### src/rtl/assert_macros.svh
// ---------------------------------------------------------------------------
// Assertion macros
// Shared concurrent assertion wrappers for the frame checker RTL.
// ---------------------------------------------------------------------------
`ifndef ASSERT_MACROS_SVH
`define ASSERT_MACROS_SVH

// Checked on every rising edge of clk while rst_n is high.
`define UFC_ASSERT(label, prop, msg) \
    label: assert property (@(posedge clk) disable iff (!rst_n) prop) else $error(msg);

// Checked on every rising edge of clk, reset included.
`define UFC_ASSERT_ALWAYS(label, prop, msg) \
    label: assert property (@(posedge clk) prop) else $error(msg);

`endif

### src/rtl/ufc_pkg.sv
// ---------------------------------------------------------------------------
// UART frame checker package
// Constants, types and the CRC-16/Modbus byte update shared by the RTL.
// ---------------------------------------------------------------------------
`default_nettype none

package ufc_pkg;

    localparam int DATA_BYTES = 256;

    localparam int POS_DATA = 5;
    localparam int POS_DCRC = POS_DATA + DATA_BYTES;
    localparam int POS_CCRC = POS_DCRC + 2;
    localparam int POS_END  = POS_CCRC + 2;
    localparam int POS_W    = $clog2(POS_END + 1);

    localparam int IDX_W    = 12;
    localparam int ADDR_W   = 24;
    localparam int APB_AW   = 4;
    localparam int APB_DW   = 32;

    localparam logic [15:0] CRC_INIT   = 16'hFFFF;
    localparam logic [15:0] CRC_POLY   = 16'hA001;
    localparam logic [7:0]  BLANK_BYTE = 8'hFF;

    localparam logic KIND_DATA   = 1'b0;
    localparam logic KIND_STATUS = 1'b1;

    typedef enum logic [2:0] {
        ST_OK       = 3'd0,
        ST_BLANK    = 3'd1,
        ST_SHORT    = 3'd2,
        ST_BAD_HEAD = 3'd3,
        ST_DATA_CRC = 3'd4,
        ST_CMD_CRC  = 3'd5,
        ST_BAD_END  = 3'd6
    } status_t;

    typedef enum logic [1:0] {
        OP_READ  = 2'd0,
        OP_WRITE = 2'd1,
        OP_OTHER = 2'd2
    } op_kind_t;

    typedef enum logic [1:0] {
        REG_HEAD = 2'd0,
        REG_END  = 2'd1,
        REG_OP   = 2'd2
    } reg_index_t;

    typedef struct packed {
        logic [7:0] head_byte;
        logic [7:0] end_byte;
        op_kind_t   op_kind;
    } cfg_t;

    typedef struct packed {
        logic [7:0] rx_byte;
        logic       abort;
    } item_t;

    typedef struct packed {
        logic              kind;
        logic [7:0]        data_byte;
        logic [IDX_W-1:0]  data_index;
        status_t           status;
        logic [7:0]        cmd;
        logic [ADDR_W-1:0] address;
    } result_t;

    function automatic logic [15:0] crc16_byte(input logic [15:0] crc, input logic [7:0] b);
        logic [15:0] c;
        c = crc ^ {8'h00, b};
        for (int k = 0; k < 8; k++)
        begin
            c = c[0] ? ((c >> 1) ^ CRC_POLY) : (c >> 1);
        end
        return c;
    endfunction

endpackage

`default_nettype wire

### src/rtl/ufc_channels.sv
// ---------------------------------------------------------------------------
// UART frame checker channels
// Valid/ready interfaces for received bytes and for checker results.
// ---------------------------------------------------------------------------
`default_nettype none

interface ufc_in_if;
    logic       valid;
    logic       ready;
    logic [7:0] rx_byte;
    logic       abort;

    modport source (output valid, output rx_byte, output abort, input ready);
    modport sink   (input valid, input rx_byte, input abort, output ready);
endinterface

interface ufc_out_if;
    logic                       valid;
    logic                       ready;
    logic                       kind;
    logic [7:0]                 data_byte;
    logic [ufc_pkg::IDX_W-1:0]  data_index;
    logic [2:0]                 status;
    logic [7:0]                 cmd;
    logic [ufc_pkg::ADDR_W-1:0] address;

    modport source (output valid, output kind, output data_byte, output data_index,
                    output status, output cmd, output address, input ready);
    modport sink   (input valid, input kind, input data_byte, input data_index,
                    input status, input cmd, input address, output ready);
endinterface

`default_nettype wire

### src/rtl/ufc_apb_regs.sv
// ---------------------------------------------------------------------------
// UART frame checker configuration registers
// APB-style register file holding head byte, end byte and operation kind.
// ---------------------------------------------------------------------------
`default_nettype none

module ufc_apb_regs (
    input  wire logic                       clk,
    input  wire logic                       rst_n,
    input  wire logic                       psel,
    input  wire logic                       penable,
    input  wire logic                       pwrite,
    input  wire logic [ufc_pkg::APB_AW-1:0] paddr,
    input  wire logic [ufc_pkg::APB_DW-1:0] pwdata,
    output logic      [ufc_pkg::APB_DW-1:0] prdata,
    output logic                            pready,
    output ufc_pkg::cfg_t                   cfg
);
    import ufc_pkg::*;

    cfg_t       cfg_reg;
    cfg_t       cfg_next;
    logic       wr_en;
    reg_index_t idx;

    assign pready = 1'b1;
    assign wr_en  = psel && penable && pwrite && pready;
    assign idx    = reg_index_t'(paddr[3:2]);
    assign cfg    = cfg_reg;

    always_comb
    begin
        cfg_next = cfg_reg;
        if (wr_en)
        begin
            case (idx)
                REG_HEAD: cfg_next.head_byte = pwdata[7:0];
                REG_END:  cfg_next.end_byte  = pwdata[7:0];
                REG_OP:   cfg_next.op_kind   = op_kind_t'(pwdata[1:0]);
                default:  cfg_next = cfg_reg;
            endcase
        end
    end

    always_comb
    begin
        case (idx)
            REG_HEAD: prdata = {{(APB_DW-8){1'b0}}, cfg_reg.head_byte};
            REG_END:  prdata = {{(APB_DW-8){1'b0}}, cfg_reg.end_byte};
            REG_OP:   prdata = {{(APB_DW-2){1'b0}}, cfg_reg.op_kind};
            default:  prdata = '0;
        endcase
    end

    always_ff @(posedge clk or negedge rst_n)
    begin
        if (!rst_n)
        begin
            cfg_reg.head_byte <= 8'h00;
            cfg_reg.end_byte  <= 8'h00;
            cfg_reg.op_kind   <= OP_OTHER;
        end
        else
        begin
            cfg_reg <= cfg_next;
        end
    end

endmodule

`default_nettype wire

### src/rtl/ufc_in_stage.sv
// ---------------------------------------------------------------------------
// UART frame checker input stage
// Registers each received byte transfer ahead of the frame engine.
// ---------------------------------------------------------------------------
`default_nettype none

module ufc_in_stage (
    input  wire logic     clk,
    input  wire logic     rst_n,
    ufc_in_if.sink        in_ch,
    output logic          s1_valid,
    output ufc_pkg::item_t s1_item,
    input  wire logic     take
);
    import ufc_pkg::*;

    logic  valid_reg;
    logic  valid_next;
    item_t item_reg;
    logic  accept;

    assign in_ch.ready = !valid_reg || take;
    assign accept      = in_ch.valid && in_ch.ready;
    assign s1_valid    = valid_reg;
    assign s1_item     = item_reg;

    always_comb
    begin
        if (accept)
        begin
            valid_next = 1'b1;
        end
        else if (take)
        begin
            valid_next = 1'b0;
        end
        else
        begin
            valid_next = valid_reg;
        end
    end

    always_ff @(posedge clk or negedge rst_n)
    begin
        if (!rst_n)
        begin
            valid_reg <= 1'b0;
        end
        else
        begin
            valid_reg <= valid_next;
        end
    end

    always_ff @(posedge clk)
    begin
        if (accept)
        begin
            item_reg.rx_byte <= in_ch.rx_byte;
            item_reg.abort   <= in_ch.abort;
        end
    end

endmodule

`default_nettype wire

### src/rtl/ufc_frame_engine.sv
// ---------------------------------------------------------------------------
// UART frame checker frame engine
// Tracks frame position and CRCs and registers data and status results.
// ---------------------------------------------------------------------------
`default_nettype none
`include "assert_macros.svh"

module ufc_frame_engine (
    input  wire logic            clk,
    input  wire logic            rst_n,
    input  wire ufc_pkg::cfg_t   cfg,
    input  wire logic            s1_valid,
    input  wire ufc_pkg::item_t  s1_item,
    output logic                 take,
    ufc_out_if.source            out_ch
);
    import ufc_pkg::*;

    logic [POS_W-1:0]  pos_reg,        pos_next;
    logic              head_good_reg,  head_good_next;
    logic              all_ones_reg,   all_ones_next;
    logic [15:0]       dcrc_reg,       dcrc_next;
    logic [15:0]       ccrc_reg,       ccrc_next;
    logic [15:0]       dcrc_rx_reg,    dcrc_rx_next;
    logic [15:0]       ccrc_rx_reg,    ccrc_rx_next;
    logic [7:0]        cmd_reg,        cmd_next;
    logic [ADDR_W-1:0] addr_reg,       addr_next;
    logic              out_valid_reg,  out_valid_next;
    result_t           out_res_reg;

    result_t           res;
    logic              has_res;
    logic              blank;
    logic              crc_enforced;
    logic [7:0]        b;

    assign b            = s1_item.rx_byte;
    assign blank        = all_ones_reg && (dcrc_rx_reg == CRC_INIT);
    assign crc_enforced = (cfg.op_kind == OP_READ) || (cfg.op_kind == OP_WRITE);
    assign take         = s1_valid && (!has_res || !out_valid_reg || out_ch.ready);

    always_comb
    begin
        pos_next       = pos_reg + POS_W'(1);
        head_good_next = head_good_reg;
        all_ones_next  = all_ones_reg;
        dcrc_next      = dcrc_reg;
        ccrc_next      = ccrc_reg;
        dcrc_rx_next   = dcrc_rx_reg;
        ccrc_rx_next   = ccrc_rx_reg;
        cmd_next       = cmd_reg;
        addr_next      = addr_reg;
        res            = '0;
        has_res        = 1'b0;

        if (s1_item.abort || pos_reg >= POS_W'(POS_END))
        begin
            has_res     = 1'b1;
            res.kind    = KIND_STATUS;
            res.cmd     = cmd_reg;
            res.address = addr_reg;
            if (s1_item.abort)
            begin
                res.status = ST_SHORT;
            end
            else if (!head_good_reg)
            begin
                res.status = ST_BAD_HEAD;
            end
            else if (!blank && dcrc_reg != dcrc_rx_reg && crc_enforced)
            begin
                res.status = ST_DATA_CRC;
            end
            else if (ccrc_reg != ccrc_rx_reg)
            begin
                res.status = ST_CMD_CRC;
            end
            else if (b != cfg.end_byte)
            begin
                res.status = ST_BAD_END;
            end
            else if (blank && cfg.op_kind == OP_READ)
            begin
                res.status = ST_BLANK;
            end
            else
            begin
                res.status = ST_OK;
            end
            pos_next       = '0;
            head_good_next = 1'b0;
            all_ones_next  = 1'b1;
            dcrc_next      = CRC_INIT;
            ccrc_next      = CRC_INIT;
            dcrc_rx_next   = '0;
            ccrc_rx_next   = '0;
            cmd_next       = '0;
            addr_next      = '0;
        end
        else
        begin
            if (pos_reg >= POS_W'(1) && pos_reg < POS_W'(POS_CCRC))
            begin
                ccrc_next = crc16_byte(ccrc_reg, b);
            end
            if (pos_reg == '0)
            begin
                head_good_next = (b == cfg.head_byte);
            end
            else if (pos_reg == POS_W'(1))
            begin
                cmd_next = b;
            end
            else if (pos_reg < POS_W'(POS_DATA))
            begin
                addr_next = {addr_reg[ADDR_W-9:0], b};
            end
            else if (pos_reg < POS_W'(POS_DCRC))
            begin
                dcrc_next      = crc16_byte(dcrc_reg, b);
                all_ones_next  = all_ones_reg && (b == BLANK_BYTE);
                has_res        = 1'b1;
                res.kind       = KIND_DATA;
                res.data_byte  = b;
                res.data_index = IDX_W'(pos_reg - POS_W'(POS_DATA));
            end
            else if (pos_reg < POS_W'(POS_CCRC))
            begin
                dcrc_rx_next = {dcrc_rx_reg[7:0], b};
            end
            else
            begin
                ccrc_rx_next = {ccrc_rx_reg[7:0], b};
            end
        end
    end

    always_comb
    begin
        if (take && has_res)
        begin
            out_valid_next = 1'b1;
        end
        else if (out_ch.ready)
        begin
            out_valid_next = 1'b0;
        end
        else
        begin
            out_valid_next = out_valid_reg;
        end
    end

    always_ff @(posedge clk or negedge rst_n)
    begin
        if (!rst_n)
        begin
            pos_reg       <= '0;
            head_good_reg <= 1'b0;
            all_ones_reg  <= 1'b1;
            dcrc_reg      <= CRC_INIT;
            ccrc_reg      <= CRC_INIT;
            dcrc_rx_reg   <= '0;
            ccrc_rx_reg   <= '0;
            cmd_reg       <= '0;
            addr_reg      <= '0;
            out_valid_reg <= 1'b0;
        end
        else
        begin
            out_valid_reg <= out_valid_next;
            if (take)
            begin
                pos_reg       <= pos_next;
                head_good_reg <= head_good_next;
                all_ones_reg  <= all_ones_next;
                dcrc_reg      <= dcrc_next;
                ccrc_reg      <= ccrc_next;
                dcrc_rx_reg   <= dcrc_rx_next;
                ccrc_rx_reg   <= ccrc_rx_next;
                cmd_reg       <= cmd_next;
                addr_reg      <= addr_next;
            end
        end
    end

    always_ff @(posedge clk)
    begin
        if (take && has_res)
        begin
            out_res_reg <= res;
        end
    end

    assign out_ch.valid      = out_valid_reg;
    assign out_ch.kind       = out_res_reg.kind;
    assign out_ch.data_byte  = out_res_reg.data_byte;
    assign out_ch.data_index = out_res_reg.data_index;
    assign out_ch.status     = out_res_reg.status;
    assign out_ch.cmd        = out_res_reg.cmd;
    assign out_ch.address    = out_res_reg.address;

    `UFC_ASSERT(pos_bounded, pos_reg <= POS_W'(POS_END), "Frame position ran past the end byte")
    `UFC_ASSERT(abort_restarts, take && s1_item.abort |=> pos_reg == '0 && !head_good_reg, "Abort did not restart the frame")
    `UFC_ASSERT(result_lands, take && has_res |=> out_valid_reg, "Result was lost on its way to the output register")
    `UFC_ASSERT(data_index_bounded, out_valid_reg && out_res_reg.kind == KIND_DATA |-> out_res_reg.data_index <= IDX_W'(DATA_BYTES - 1) && out_res_reg.status == ST_OK, "Data result out of range")

endmodule

`default_nettype wire

### src/rtl/uart_frame_checker_core.sv
// ---------------------------------------------------------------------------
// UART frame checker core
// Checks fixed-length received frames byte by byte with CRC-16/Modbus.
// ---------------------------------------------------------------------------
//   Channel   Direction  Transfer
//   in_ch     sink       one received byte with its abort flag
//   out_ch    source     one data byte pass-through or one frame status
//   APB       slave      head byte, end byte and operation kind registers
//
// One byte is accepted every cycle when the output side keeps up.
// A result is offered once its byte transfer has loaded the input register
// and the engine's take has loaded the output register; a stall can delay that.
// The output register and input register let a new byte be taken while a
// result waits; a stalled output holds only bytes that produce a result.
// Reset is asynchronous and active low and clears all frame state at once.
`default_nettype none

module uart_frame_checker_core (
    input  wire logic                       clk,
    input  wire logic                       rst_n,
    ufc_in_if.sink                          in_ch,
    ufc_out_if.source                       out_ch,
    input  wire logic                       psel,
    input  wire logic                       penable,
    input  wire logic                       pwrite,
    input  wire logic [ufc_pkg::APB_AW-1:0] paddr,
    input  wire logic [ufc_pkg::APB_DW-1:0] pwdata,
    output logic      [ufc_pkg::APB_DW-1:0] prdata,
    output logic                            pready
);
    import ufc_pkg::*;

    cfg_t  cfg;
    logic  s1_valid;
    item_t s1_item;
    logic  take;

    ufc_apb_regs u_regs (
        .clk     (clk),
        .rst_n   (rst_n),
        .psel    (psel),
        .penable (penable),
        .pwrite  (pwrite),
        .paddr   (paddr),
        .pwdata  (pwdata),
        .prdata  (prdata),
        .pready  (pready),
        .cfg     (cfg)
    );

    ufc_in_stage u_in (
        .clk      (clk),
        .rst_n    (rst_n),
        .in_ch    (in_ch),
        .s1_valid (s1_valid),
        .s1_item  (s1_item),
        .take     (take)
    );

    ufc_frame_engine u_engine (
        .clk      (clk),
        .rst_n    (rst_n),
        .cfg      (cfg),
        .s1_valid (s1_valid),
        .s1_item  (s1_item),
        .take     (take),
        .out_ch   (out_ch)
    );

endmodule

`default_nettype wire
### src/flat_wrapper.sv
// flat-port wrapper written by rule: the top's interface ports become plain ports
module uart_frame_checker_core_flat import ufc_pkg::*;
  (clk, rst_n, psel, penable, pwrite, paddr, pwdata, prdata, pready, in_ch_valid, in_ch_rx_byte, in_ch_abort, in_ch_ready, out_ch_valid, out_ch_kind, out_ch_data_byte, out_ch_data_index, out_ch_status, out_ch_cmd, out_ch_address, out_ch_ready);
  ufc_in_if in_ch_i ();
  ufc_out_if out_ch_i ();
  input  wire logic clk;
  input  wire logic rst_n;
  input  wire logic psel;
  input  wire logic penable;
  input  wire logic pwrite;
  input  wire logic [ufc_pkg::APB_AW-1:0] paddr;
  input  wire logic [ufc_pkg::APB_DW-1:0] pwdata;
  output logic      [ufc_pkg::APB_DW-1:0] prdata;
  output logic pready;
  input wire logic [$bits(in_ch_i.valid)-1:0] in_ch_valid;
  input wire logic [$bits(in_ch_i.rx_byte)-1:0] in_ch_rx_byte;
  input wire logic [$bits(in_ch_i.abort)-1:0] in_ch_abort;
  output wire logic [$bits(in_ch_i.ready)-1:0] in_ch_ready;
  output wire logic [$bits(out_ch_i.valid)-1:0] out_ch_valid;
  output wire logic [$bits(out_ch_i.kind)-1:0] out_ch_kind;
  output wire logic [$bits(out_ch_i.data_byte)-1:0] out_ch_data_byte;
  output wire logic [$bits(out_ch_i.data_index)-1:0] out_ch_data_index;
  output wire logic [$bits(out_ch_i.status)-1:0] out_ch_status;
  output wire logic [$bits(out_ch_i.cmd)-1:0] out_ch_cmd;
  output wire logic [$bits(out_ch_i.address)-1:0] out_ch_address;
  input wire logic [$bits(out_ch_i.ready)-1:0] out_ch_ready;
  assign in_ch_i.valid = in_ch_valid;
  assign in_ch_i.rx_byte = in_ch_rx_byte;
  assign in_ch_i.abort = in_ch_abort;
  assign in_ch_ready = in_ch_i.ready;
  assign out_ch_valid = out_ch_i.valid;
  assign out_ch_kind = out_ch_i.kind;
  assign out_ch_data_byte = out_ch_i.data_byte;
  assign out_ch_data_index = out_ch_i.data_index;
  assign out_ch_status = out_ch_i.status;
  assign out_ch_cmd = out_ch_i.cmd;
  assign out_ch_address = out_ch_i.address;
  assign out_ch_i.ready = out_ch_ready;
  uart_frame_checker_core u_core (.clk(clk), .rst_n(rst_n), .in_ch(in_ch_i), .out_ch(out_ch_i), .psel(psel), .penable(penable), .pwrite(pwrite), .paddr(paddr), .pwdata(pwdata), .prdata(prdata), .pready(pready));
endmodule
### config.mk
export PLATFORM = sky130hd
export DESIGN_NAME = uart_frame_checker_core_flat
export DESIGN_NICKNAME = d
export VERILOG_FILES = /design/src/rtl/ufc_pkg.sv /design/src/rtl/ufc_channels.sv /design/src/rtl/ufc_apb_regs.sv /design/src/rtl/ufc_in_stage.sv /design/src/rtl/ufc_frame_engine.sv /design/src/rtl/uart_frame_checker_core.sv /design/src/flat_wrapper.sv
export VERILOG_INCLUDE_DIRS = /design/src /design/src/rtl
export SDC_FILE = /design/constraint.sdc
export NUM_CORES = 1
export LEC_CHECK = 0
export ABC_AREA = 1
export BUFFER_PORTS_ARGS = -buffer_cell sky130_fd_sc_hd__buf_2
export CAP_MARGIN = 15
export CORE_MARGIN = 2
export CORE_UTILIZATION = 30
export CTS_CLUSTER_DIAMETER = 80
export DETAILED_ROUTE_END_ITERATION = 7
export GPL_TIMING_DRIVEN = 0
export SETUP_SLACK_MARGIN = 0.02
export SLEW_MARGIN = 25
export SYNTH_ARGS = -nofsm -noshare
export SYNTH_HDL_FRONTEND = slang
export SYNTH_SLANG_ARGS = --single-unit
export TNS_END_PERCENT = 50
### constraint.sdc
create_clock -name clk -period 3 [get_ports clk]
set_input_delay 0 -clock clk [delete_from_list [all_inputs] [get_ports clk]]
set_output_delay 0 -clock clk [all_outputs]
set_load 0.005 [all_outputs]
==> Yosys cells after proc, flatten, opt, wreduce, memory -nomap -nowiden <==
Index checks and enable logic that the tools add are counted.
{ "word_totals": {"register_bits": 192, "latch_bits": 0, "ram_bits": 0, "rom_bits": 0, "input_bits": 52, "out_inout_bits": 91, "word_cells": 177, "mem_count": 0} }
{ "op_classes": {"addsub": 2, "mul": 0, "div_mod_pow": 0, "magnitude_cmp": 5, "n_eq_ne": 15, "shift": 0, "mux": 66, "bitwise_logic": 21, "n_reduce_logical": 44} }
{ "op_table": {"columns": ["cell", "count"], "rows": [
  ["16-bit 2-to-1 mux", 35],
  ["24-bit 2-to-1 mux", 4],
  ["2-bit NOT with 3-bit output", 16],
  ["16-bit != test", 2],
  ["16-bit by 8-bit bitwise XOR with 16-bit output", 2],
  ["8-bit 2-to-1 mux", 3],
  ["8-bit case mux with 3 select lines", 1],
  ["9-bit less-than comparator, second input constant", 2],
  ["1-bit 2-to-1 mux", 17],
  ["16-bit equality test, second input constant", 1],
  ["2-bit nonzero test", 8],
  ["6-bit AND reduction", 2],
  ["1-bit logical AND", 11],
  ["2-bit != test, second input constant", 5],
  ["2-bit AND reduction", 5],
  ["9-bit by 3-bit subtractor with 10-bit output, second input constant", 1],
  ["9-bit by 1-bit adder with 9-bit output, second input constant", 1],
  ["9-bit by 1-bit equality test with 1-bit output, second input constant", 1],
  ["9-bit by 1-bit >= comparator with 1-bit output, second input constant", 1],
  ["9-bit >= comparator, second input constant", 1],
  ["9-bit logical NOT", 1],
  ["9-bit by 3-bit less-than comparator with 1-bit output, second input constant", 1],
  ["3-bit 2-to-1 mux", 3],
  ["9-bit 2-to-1 mux", 1],
  ["other kinds (16)", 28]
]} }

==> Logic depth before layout (Yosys ltp) <==
{ "logic_depth": {"ltp_word": 22, "depth_mapped": 15, "depth_no_buf": 14} }

==> Modules after synthesis <==
A second synthesis with hierarchy kept.
{ "hier_totals": {"hier_cells": 1106, "hier_area_um2": 9576.7} }
{ "by_module_without_submodules": {"columns": ["mod", "n_inst", "cells_each", "area_per_inst_um2", "seq_area_each_um2"], "rows": [
  ["ufc_frame_engine", 1, 950, 8172.8, 4365.4],
  ["ufc_apb_regs", 1, 141, 1088.5, 451.7],
  ["ufc_in_stage", 1, 15, 315.3, 295.3]
]} }

==> Worst setup path after synthesis <==
No wires, ideal clock.
{ "synth_timing": {"kind": "register to register", "startpoint": "register u_core.u_engine.pos_reg[0]", "endpoint": "register u_core.u_engine.out_res_reg (netlist bit u_core.u_engine.out_ch.address[0]), enable pin", "setup_time_ns": 0.410, "t_arrival_ns": 2.782, "required_ns": 2.590, "path_slack_ns": -0.192, "stages_incl_launch_ff": 12, "n_path_buf": 1, "period_less_slack_ns": 3.192, "path_cell_list": "dfrtp_1 inv_1 ha_1 nor2_1 nor2_1 nand3_2 nand2_4 nand2_4 a21oi_4 buf_6 nand2_4 inv_1"} }
{ "synth_between": {"elab_chain_len": 11, "elab_cells_between_ends": 16, "cone_classes": "order compare: 3; eq/ne: 1; mux: 5; reduce/logical: 7"} }
{ "synth_lines": {"columns": ["element", "line", "rtl"], "rows": [
  ["start, declared", "ufc_frame_engine.sv:19", "logic [POS_W-1:0] pos_reg, pos_next;"],
  ["start signal, assigned", "ufc_frame_engine.sv:174", "pos_reg <= pos_next;"],
  ["9-bit less-than comparator", "ufc_frame_engine.sv:118", "else if (pos_reg < POS_W'(POS_DCRC))"],
  ["1-bit 2-to-1 mux", "ufc_frame_engine.sv:118", null],
  ["1-bit 2-to-1 mux", "ufc_frame_engine.sv:114", "else if (pos_reg < POS_W'(POS_DATA))"],
  ["1-bit 2-to-1 mux", "ufc_frame_engine.sv:110", "else if (pos_reg == POS_W'(1))"],
  ["1-bit 2-to-1 mux", "ufc_frame_engine.sv:106", "if (pos_reg == '0)"],
  ["1-bit 2-to-1 mux *", "ufc_frame_engine.sv:56", "if (s1_item.abort || pos_reg >= POS_W'(POS_END))"],
  ["1-bit logical NOT", "ufc_frame_engine.sv:40", "assign take = s1_valid && (!has_res || !out_valid_reg || out_ch.ready);"],
  ["1-bit logical OR (2 in a row)", "ufc_frame_engine.sv:40", null],
  ["1-bit logical AND", "ufc_frame_engine.sv:40", null],
  ["1-bit logical AND *", "ufc_frame_engine.sv:189", "if (take && has_res)"],
  ["end signal, assigned", "ufc_frame_engine.sv:191", "out_res_reg <= res;"],
  ["end, declared", "ufc_frame_engine.sv:29", "result_t out_res_reg;"]
]} }
Every way passes the cells marked *; elsewhere a longest branch is shown, timed or not.
A chain may end at the register's enable or synchronous reset.

==> Worst setup path after layout <==
{ "layout_timing": {"startpoint": "register u_core.u_engine.pos_reg[0]", "endpoint": "register u_core.u_engine.out_res_reg (netlist bit u_core.u_engine.out_ch.address[22]), enable pin"} }
Same word-level chain as after synthesis.

==> reports/qor.txt <==
Ratio of cells with drive above 1 in the final layout -> 19.8%
Max-cap violation count -> 0
Congestion Overflow GR -> 0
Die area -> 32,500 sq um
Final wirelength -> 22.9 mm
I/O pin total -> 143
Starting density of the core -> 30.5%
Yosys warning total -> 0
Wire length per cell -> 14.2 microns
Sw Pwr -> 3.35 mW
Ys async rst share -> 66.8%
DRT Pass-1 Iters -> 5
Outcome -> finished, final reports clean
Element type at the critical path end -> flop
Clk slew on worst S/H paths -> 0.09 ns
Standard-cell rows -> 64
Period utilization -> 92.5%
Layout Skew -> 0.0165 ns
Vias in the first global route -> 6,813
CTS tree -> yes
Final min period -> 2.78 ns
Sequential area share after synthesis -> 54.8%
Routability cong. -> 0.835
DRC -> 0
Initial antenna violation count -> 0
DR vias/cell -> 4.49
LEAKAGE -> 5.18 nW
Number of flops mapped to enable cells by yosys -> 63
Clk pwr share -> 26.6%
Largest net degree at the start of global routing -> 79
Global-route wire length before repair -> 36.8 mm
Tot GR Track Use -> 14.3%
Critical path startpoint category -> flop
CTS max path bufs -> 2
Cts bufs inserted -> 17
Root Driver -> clkbuf_16
RSZ-0062 raised after global routing -> false
Synth top area share -> 24.9%
Clock tree sinks -> 190
Worst Path Required -> 3.16 ns
Worst-Margin Slew -> 0.733 ns
Power share of the combinational group -> 28.9%
Vias -> 7,206
Most frequent cell after synthesis -> nand2_1
Die Width -> 180 microns
Core Area -> 30,600 sq um
Synth area leaders -> dfrtp_1, edfxtp_1, nand2_1
FF+latch count, synth -> 190
# diodes -> 0
Main synth FF type -> dfrtp_1
Synthesis-to-finish area growth -> 21.5%
Place WS -> 0.00194 ns
Pint -> 5.88 mW
DP HPWL -> 16.7 mm
Yosys top cell by area -> dfrtp_1
Routed Antenna Nets -> 0
Post-synth top cells -> nand2_1, inv_1, dfrtp_1
Critical path fanouts, max -> 27
Final worst slack -> 0.224 ns
Die H -> 180 microns
Power Dens Cells -> 813 nW/um^2
Crit path kind -> reg2reg
DR iter-0 viols -> 532
Synth unique cells -> 42
Port Buf Inserts -> 91
Final setup TNS -> 0 ns
Max Fclk -> 360 MHz
Headroom to the max-slew limit -> 50.7%
Final Hold Viols -> 0
Reg2reg path depth -> 13
Slew Viols, Final -> 0
CP arrival -> 2.94 ns
Seq pwr share -> 44.5%
Synth Area per Inst -> 9.01 sq um
Worst hold path class -> in2async
Worst vdd ir -> 0.000442 V
Mapped cell area -> 9340 sq um
Synthesized instance count -> 1,036
Final setup fails -> 0
Layout Nets -> 1,251
Sw Share -> 36.3%
Clk_lat worst skew -> 0.46 ns
H-tree depth -> 4
==> power by group through the flow <==
stage               logic (mW)  registers (mW)  clock network [mW]
detailed placement        2.65            4.15                   0
floorplan                 1.97            3.99                   0
finish                    2.67            4.11                2.45
CTS                       2.68            4.10                2.51
global placement          2.56            4.14                   0
global route              3.04            4.21                2.60
==> per-layer routing <==
layer / track usage, % / part of all wire (%) / vias to the layer above
met5: 0 / 0 / -
met4: 4.26 / 1.4 / 0
met3: 2.93 / 5.8 / 20
met2: 21.6 / 43 / 191
met1: 20.6 / 50 / 3381
li1: - / - / 3614
==> cell families (layout without fill, tap and decap cells) <==
group	after synthesis	after routing	synth area share, %
fa+ha+maj	3	3	0.402
buf+inv	181	331	9.17
xor+xnor	67	67	6.29
flops	190	190	54.8
compound gates	150	150	9.23
other cells	2	25	0.0804
simple gates	443	443	20.1
==> timing repair <==
| action | CTS | global route |
|---|---|---|
| cloned | 0 | 0 |
| setup endpoints to repair | 27 | 27 |
| hold buffers | 22 | 0 |
| pin swaps | 0 | 0 |
| hold endpoints to repair | 122 | 0 |
| gates resized for setup | 1 | 1 |
| setup buffers | 0 | 2 |
==> metrics by stage <==
step,power [mW],util [%],hold WS (ns),std cells,cell area [sq um]
3_5_place_dp,6.79,34.2,-0.0637,1549,10500
4_1_cts,9.29,37.0,0.0252,1603,11300
6_report,9.23,37.1,0.0357,1605,11300
2_1_floorplan,5.96,-,-0.296,1059,9430
3_3_place_gp,6.70,33.9,0.181,1546,10400
5_1_grt,9.84,37.1,0.0751,1605,11300
==> critical path: stages (launching register included) <==
cell and delay (ns):
dfrtp_2 0.47, inv_1 0.10, ha_1 0.17, nor2_1 0.09
nor2_2 0.18, nand3_2 0.14, nand2_4 0.18, nand2_4 0.10
a21oi_4 0.18, buf_6 0.20, nand2_4 0.12, clkinvlp_4 0.13
buf_12 0.18, buf_12 0.20
==> layout by cell type, fill, tap and decap left out, drive strengths merged, types with 2 or more instances in the layout <==
cell type,n
nand2,285
buf,145
inv,123
o21ai,107
dfrtp,93
nor2,77
edfxtp,63
xnor2,41
nand3,40
dfstp,34
clkbuf,33
xor2,26
conb,25
dlygate4sd3,22
a22oi,17
nand4,15
a21oi,15
nor3,10
nor4,6
clkinv,6
or2,5
ha,3
o211ai,3
nand3b,2
o22ai,2
a22o,2
o31ai,2
nor3b,2
==> final cells by class <==
class / count / area, sq um
fill: 3151 / 19200
timing repair buffer: 118 / 768
clock inverter: 15 / 228
inverter: 116 / 439
sequential: 190 / 5110
clock buffer: 17 / 425
buffer: 65 / 420
multi-input combinational: 688 / 3460
tap: 396 / 495
==> final timing paths <==
kind	startpoint	end	slack, ns
worst max-delay path	u_core.u_engine.pos_reg[0]	u_core.u_engine.out_ch.address[22]	0.22
worst min-delay path	rst_n	u_core.u_engine.addr_reg[20]	0.04
worst max register to register	u_core.u_engine.pos_reg[0]	u_core.u_engine.out_ch.address[22]	0.22
worst min register to register	u_core.u_engine.all_ones_reg	u_core.u_engine.all_ones_reg	0.49
max in group asynchronous	rst_n	u_core.u_engine.dcrc_reg[11]	2.19
min in group clk	penable	u_core.u_regs.cfg[1]	0.04
Power figures use the tool's default switching activity.
